<file path="src/design/irk_pkg.sv">
// Shared key codes and decoded-key type for the infrared keypad number entry unit.
package irk_pkg;

    localparam logic [31:0] KEY_ONE    = 32'd4077715200;
    localparam logic [31:0] KEY_TWO    = 32'd3877175040;
    localparam logic [31:0] KEY_THREE  = 32'd2707357440;
    localparam logic [31:0] KEY_FOUR   = 32'd4144561920;
    localparam logic [31:0] KEY_FIVE   = 32'd3810328320;
    localparam logic [31:0] KEY_SIX    = 32'd2774204160;
    localparam logic [31:0] KEY_SEVEN  = 32'd3175284480;
    localparam logic [31:0] KEY_EIGHT  = 32'd2907897600;
    localparam logic [31:0] KEY_NINE   = 32'd3041591040;
    localparam logic [31:0] KEY_ZERO   = 32'd3910598400;
    localparam logic [31:0] KEY_EQUALS = 32'd4127850240;
    localparam logic [31:0] KEY_MINUS  = 32'd4161273600;

    localparam int unsigned CODE_W  = 32;
    localparam int unsigned REP_W   = 8;
    localparam int unsigned ACC_W   = 32;
    localparam int unsigned DIGIT_W = 4;

    typedef struct packed {
        logic               is_digit;
        logic [DIGIT_W-1:0] digit;
        logic               is_equals;
        logic               is_minus;
    } key_dec_t;

endpackage

</file>
<file path="src/design/irk_key_decode.sv">
// Maps a remote key code onto digit, equals and minus indications.
module irk_key_decode (
    input  logic [irk_pkg::CODE_W-1:0] code,
    output irk_pkg::key_dec_t          dec
);
    import irk_pkg::*;

    always_comb begin
        dec = '0;
        case (code)
            KEY_ZERO:   begin dec.is_digit = 1'b1; dec.digit = 4'd0; end
            KEY_ONE:    begin dec.is_digit = 1'b1; dec.digit = 4'd1; end
            KEY_TWO:    begin dec.is_digit = 1'b1; dec.digit = 4'd2; end
            KEY_THREE:  begin dec.is_digit = 1'b1; dec.digit = 4'd3; end
            KEY_FOUR:   begin dec.is_digit = 1'b1; dec.digit = 4'd4; end
            KEY_FIVE:   begin dec.is_digit = 1'b1; dec.digit = 4'd5; end
            KEY_SIX:    begin dec.is_digit = 1'b1; dec.digit = 4'd6; end
            KEY_SEVEN:  begin dec.is_digit = 1'b1; dec.digit = 4'd7; end
            KEY_EIGHT:  begin dec.is_digit = 1'b1; dec.digit = 4'd8; end
            KEY_NINE:   begin dec.is_digit = 1'b1; dec.digit = 4'd9; end
            KEY_EQUALS: dec.is_equals = 1'b1;
            KEY_MINUS:  dec.is_minus  = 1'b1;
            default:    dec = '0;
        endcase
    end

endmodule

</file>
<file path="src/design/ir_keypad_number_entry_unit.sv">
// Top level of the infrared keypad number entry unit: fresh-press detection and accumulator.
//
// Each input beat carries a decoded remote code and the receiver's repeat count, and
// produces exactly one result beat. A press counts as fresh when a nonzero code differs
// from the last stored code with a nonzero repeat count, or when the repeat count changes
// to one. A fresh digit key appends the digit to a decimal accumulator that saturates at
// 4294967295, the minus key clears it, and the equals key reports the value with
// m_value_ready high and then clears it; each of these raises m_beep. The unit has an
// input register and a result register with decode, multiply-by-ten and saturate logic
// between them, so a beat is accepted every cycle while results are taken; its result is
// presented on the m_ side once the input register hands it on. While the result
// register waits for m_ready, the input register can still take one more beat if it is
// empty; after that s_ready stays low until the result is taken. Throughput stays at one
// beat per cycle as long as the downstream side keeps taking results.
module ir_keypad_number_entry_unit (
    input  logic                        aclk,
    input  logic                        aresetn,
    input  logic                        s_valid,
    output logic                        s_ready,
    input  logic [irk_pkg::CODE_W-1:0]  s_ir_code,
    input  logic [irk_pkg::REP_W-1:0]   s_repeat_count,
    output logic                        m_valid,
    input  logic                        m_ready,
    output logic                        m_value_ready,
    output logic [irk_pkg::ACC_W-1:0]   m_entered_value,
    output logic                        m_beep
);
    import irk_pkg::*;

    // Input register stage.
    logic              in_valid_reg;
    logic [CODE_W-1:0] in_code_reg;
    logic [REP_W-1:0]  in_rep_reg;

    // Persistent key state.
    logic [CODE_W-1:0] last_code_reg, last_code_next;
    logic [REP_W-1:0]  prev_rep_reg;
    logic [ACC_W-1:0]  acc_reg, acc_next;

    // Result register stage.
    logic              out_valid_reg;
    logic              out_ready_flag_reg, out_ready_flag_next;
    logic [ACC_W-1:0]  out_value_reg, out_value_next;
    logic              out_beep_reg, out_beep_next;

    logic              advance;
    logic              new_code;
    logic              fresh;
    logic [CODE_W-1:0] key_code;
    key_dec_t          dec;
    logic [ACC_W+3:0]  acc_times_ten;
    logic [ACC_W+3:0]  acc_sum;

    // The input stage moves into the result stage whenever the result stage is free
    // or being emptied this cycle.
    assign advance = in_valid_reg && (!out_valid_reg || m_ready);
    assign s_ready = !in_valid_reg || advance;

    // A new nonzero code with a nonzero repeat count replaces the stored code; a change
    // of the repeat count to one re-triggers the stored key.
    assign new_code = (in_code_reg != '0) && (in_code_reg != last_code_reg)
                      && (in_rep_reg != '0);
    assign fresh    = new_code
                      || ((prev_rep_reg != in_rep_reg) && (in_rep_reg == REP_W'(1)));
    assign key_code = new_code ? in_code_reg : last_code_reg;

    irk_key_decode u_key_decode (
        .code (key_code),
        .dec  (dec)
    );

    // Times ten as two shifted copies, then the digit; anything above 32 bits saturates.
    assign acc_times_ten = {1'b0, acc_reg, 3'b000} + {3'b000, acc_reg, 1'b0};
    assign acc_sum       = acc_times_ten + (ACC_W + 4)'(dec.digit);

    always_comb begin
        last_code_next      = key_code;
        acc_next            = acc_reg;
        out_ready_flag_next = 1'b0;
        out_value_next      = '0;
        out_beep_next       = 1'b0;
        if (fresh) begin
            if (dec.is_digit) begin
                acc_next      = (acc_sum[ACC_W+3:ACC_W] != '0) ? '1 : acc_sum[ACC_W-1:0];
                out_beep_next = 1'b1;
            end else if (dec.is_equals) begin
                out_ready_flag_next = 1'b1;
                out_value_next      = acc_reg;
                acc_next            = '0;
                out_beep_next       = 1'b1;
            end else if (dec.is_minus) begin
                acc_next      = '0;
                out_beep_next = 1'b1;
            end
        end
    end

    always_ff @(posedge aclk) begin
        if (!aresetn) begin
            in_valid_reg  <= 1'b0;
            out_valid_reg <= 1'b0;
            last_code_reg <= '0;
            prev_rep_reg  <= '0;
            acc_reg       <= '0;
        end else begin
            if (s_ready) begin
                in_valid_reg <= s_valid;
            end
            if (advance) begin
                out_valid_reg <= 1'b1;
                last_code_reg <= last_code_next;
                prev_rep_reg  <= in_rep_reg;
                acc_reg       <= acc_next;
            end else if (m_ready) begin
                out_valid_reg <= 1'b0;
            end
        end
    end

    // Payload registers carry no reset.
    always_ff @(posedge aclk) begin
        if (s_valid && s_ready) begin
            in_code_reg <= s_ir_code;
            in_rep_reg  <= s_repeat_count;
        end
        if (advance) begin
            out_ready_flag_reg <= out_ready_flag_next;
            out_value_reg      <= out_value_next;
            out_beep_reg       <= out_beep_next;
        end
    end

    assign m_valid         = out_valid_reg;
    assign m_value_ready   = out_ready_flag_reg;
    assign m_entered_value = out_value_reg;
    assign m_beep          = out_beep_reg;

`ifndef SYNTHESIS
    // A completed entry is always announced with a beep.
    assert property (@(posedge aclk) disable iff (!aresetn)
        (m_valid && m_value_ready) |-> m_beep)
        else $error("value ready without beep");

    // The value field is zero unless an entry completed.
    assert property (@(posedge aclk) disable iff (!aresetn)
        (m_valid && !m_value_ready) |-> (m_entered_value == '0))
        else $error("nonzero value without ready flag");

    // Equals and minus leave the accumulator cleared.
    assert property (@(posedge aclk) disable iff (!aresetn)
        (advance && fresh && (dec.is_equals || dec.is_minus)) |=> (acc_reg == '0))
        else $error("accumulator not cleared");

    // A beat that is not fresh leaves the accumulator as it was.
    assert property (@(posedge aclk) disable iff (!aresetn)
        (advance && !fresh) |=> $stable(acc_reg))
        else $error("accumulator changed without fresh press");
`endif

endmodule

</file>
<file path="config.mk">
export PLATFORM = sky130hd
export DESIGN_NAME = ir_keypad_number_entry_unit
export DESIGN_NICKNAME = d
export VERILOG_FILES = /design/src/design/irk_pkg.sv /design/src/design/irk_key_decode.sv /design/src/design/ir_keypad_number_entry_unit.sv
export SDC_FILE = /design/constraint.sdc
export NUM_CORES = 1
export LEC_CHECK = 0
export BUFFER_PORTS_ARGS = -buffer_cell sky130_fd_sc_hd__buf_2
export CAP_MARGIN = 15
export CORE_MARGIN = 1
export CORE_UTILIZATION = 40
export DETAILED_ROUTE_END_ITERATION = 12
export PLACE_DENSITY_LB_ADDON = 0.25
export SETUP_SLACK_MARGIN = 0.02
export SLEW_MARGIN = 30
export SYNTH_ARGS = -nofsm -noshare
export SYNTH_HDL_FRONTEND = slang
export SYNTH_SLANG_ARGS = --single-unit
</file>
<file path="constraint.sdc">
create_clock -name aclk -period 8.9 [get_ports aclk]
set_input_delay 1.78 -clock aclk [delete_from_list [all_inputs] [get_ports aclk]]
set_output_delay 1.78 -clock aclk [all_outputs]
set_load 0.01 [all_outputs]
</file>
==> results.toml <==
[outcome]
outcome = "finished clean"

[yosys]
synth-simple-area-share = 0.200
yosysTopAreaCell = "edfxtp_1"
async_flop_share = 0
synth_top_family_by_area = "simple AND/OR/NAND/NOR gates"
synthFlopType = "edfxtp_1"
yosysSeqAreaShare = 0.404
synthCells = 908
syn_nets = 1017
synth_fa_ha_area_frac = 0.0904
synth_compound_area_frac = 0.174
yosys_warnings = 0
synth_top_cell_area_share = 0.242
ys_top_cells_by_area = "edfxtp_1 24%, dfxtp_1 16%, ha_1 8.6%, xnor2_1 4.8%, mux2i_1 3.6%"
synth_edf_count = 74
muxShareOfSynthArea = 0.0414
syn_avg_cell_area_um2 = 10.1
synth_area_mm2 = 0.00917
yosysUniqueCellTypes = 88
synth_xor_area_frac = 0.0648
yosys_register_bits = 148

[detailed_routing]
drt_first_pass_iters = 6
drt-total-wl_um = 22800
top_layer_used = "met4"
wl_met1_um = 11400
wl_met3_um = 997
dr.first_iter.drc_count = 495
wl_met2_um = 10100
antenna_left = 0
drc = 0
wl_per_cell_um = 18.0
num_vias = 7242
drt-vias-per-instance = 5.72

[timing]
final.min_clock_period_ns = 5.84
slew_viol_final = 0
hold_violations = 0
clock.fmax_ghz = 0.171
tightest_slew_ns = 0.876
finalSetupViolCount = 0
whs_ns = 0.467
relSlewSlack = 0.416
period_share = 0.656
fin_skew_ns = 0.0154
setup_tns_ns = 0
grt_setup_unrepaired = "false"

[critical_path]
critPathMaxStageDelay_ns = 0.53
critPathBufInv = 1
cp.required_ns = 9.21
worstSetupPathType = "reg -> reg"
arrival_ns = 6.15
crit_path_end_kind = "register"
crit_family = "compound AO/OA/AOI/OAI gates"
critPathSlowestCell = "edfxtp_1"
startpoint_type = "register"
cp_max_fo = 20
crit_chain = "xnor2_1 > nand4_1 > nor4_1 > a21oi_1 > buf_4 > mux2_2 > nand2b_1 > a221oi_1 > a21oi_1 > ha_1 > ha_1 > fa_1 > a211oi_1 > o211ai_2 > a32oi_2 > o32a_4 > o41ai_1 > mux2_4 > o31a_4 > a221o_2"

[clock_network]
hold_buffers = 0
cts_tree = "done"
cts-root-buf = "clkbuf_16"
path_clk_slew_ns = 0.06
cts_setup_buffers = 0
htreeDepth = 4
post_cts_resized = 0
cts.path.max_buffers = 2
clock-sinks = 148
cts_made_buffers = 17
clock_latency_ns = 0.43

[pwr]
power_density_mw_per_mm2 = 153
p_leak_nw = 4.12
ir_drop_mv = 0.115

[floorplanning]
die_w_um = 153
initial_core_util = 0.406
pin_count = 80
core_area_mm2 = 0.0226
rows = 55
die_y_um = 153
die_area_mm2 = 0.0235

[place]
gp_congestion = 0.868
dp_hpwl_um = 16700
port_buffers = 79

[cells_and_area]
diodes = 0
area_growth_pct = 13.1
regArea_mm2 = 0.00370
multi_input_area_mm2 = 0.00525
nFillCells = 2199
fin_nets = 1077
layout-drive-gt1-share = 0.160

[grt]
grt_use_total = 0.199
grt_overflow = 0
grt_pass1_wl_um = 37300
grt_max_degree = 47
grt_pass1_vias = 7109
antenna_found_initial = 0

[job]
drv_cap = 0

[hold_path]
hold_path_class = "reg -> reg"
[cell usage in the layout, fill, tap and decap left out, types with 21 or more instances in the layout]
cell type and instances:
buf_2 79, dfxtp_1 74, edfxtp_1 74, nand2_1 66, nor2_1 64, ha_1 63, xnor2_1 50, a21oi_1 46
and2_1 36, mux2i_1 33, nand3_1 25, nor4_1 22, nor3_1 21
[final timing paths]
path | from | end | slack, ns | cells past startpoint
worst max-delay path | in_code_reg[17]$_DFFE_PP_ | acc_reg[5]$_SDFFE_PN0P_ | 3.06 | 20
worst min-delay path | prev_rep_reg[3]$_SDFFE_PN0P_ | prev_rep_reg[3]$_SDFFE_PN0P_ | 0.47 | 2
worst min register to register | prev_rep_reg[3]$_SDFFE_PN0P_ | prev_rep_reg[3]$_SDFFE_PN0P_ | 0.47 | 2
worst max register to register | in_code_reg[17]$_DFFE_PP_ | acc_reg[5]$_SDFFE_PN0P_ | 3.06 | 20
[stage by stage]
| stage | instances | power [W] | worst slack [ns] | util | instance area (µm²) |
|---|---|---|---|---|---|
| after floorplan | 908 | 0.000846 | 3.67 | - | 9170 |
| after global placement | 1234 | 0.000887 | 3.15 | 0.433 | 9770 |
| after detailed placement | 1234 | 0.000887 | 3.09 | 0.433 | 9770 |
| after CTS | 1266 | 0.00160 | 3.08 | 0.459 | 10400 |
| after global routing | 1266 | 0.00164 | 2.63 | 0.459 | 10400 |
| final | 1266 | 0.00159 | 3.06 | 0.459 | 10400 |
[power breakdown]
part	internal [W]	switching [W]	total [W]	leakage [nW]
registers	0.000745	0.0000313	0.000776	1.29
clock network	0.000399	0.000319	0.000718	0.289
logic	0.0000428	0.0000535	0.0000963	2.55
[cell type report]
class	instances	area share
repair buffers	82	0.0403
clock buffers	17	0.0410
clock inverters	15	0.0154
multi-input cells	706	0.507
flip-flops and latches	148	0.357
well taps	285	0.0344
inverters	13	0.00483
[cells by family after synthesis]
group                      Yosys count
DFF                                148
xor gates and xnor gates            67
adders and majority gates           65
muxes                               37
AOI/OAI and AO/OA                  204
and+or+nand+nor                    333
buffers and inverters               54
[worst reg2reg max path, delay by kind of cell (launching register included)]
kind / cells / cell delay, ns
AO/OA/AOI/OAI: 10 / 2.34
XOR/XNOR: 1 / 0.30
multiplexers: 2 / 0.70
AND/OR/NAND/NOR: 3 / 0.69
buffers and inverters: 1 / 0.23
adder cells (fa/ha/maj): 3 / 0.95
flip-flops: 1 / 0.53
[cells in the mapped netlist (all sizes together) (8+ instances only)]
master  instances
inv            13
nor4           23
o211ai         11
nor4bb          9
nand2          66
and3           11
xor2           16
nand3          25
buf            16
and2           38
nor3           22
a21oi          46
nand2b         14
ha             63
mux2i          33
o21ai          32
a211oi         10
nor2           64
a21o           17
a22oi           8
dfxtp          74
a221o          17
clkbuf         25
nor2b          16
nand4          17
xnor2          51
edfxtp         74
[per-layer routing]
metal | GRT usage | vias up
met5 | 0 | -
met1 | 0.284 | 3508
met3 | 0.0360 | 19
li1 | - | 3550
met2 | 0.308 | 165
met4 | 0.0543 | 0
Power figures use the tool's default switching activity.
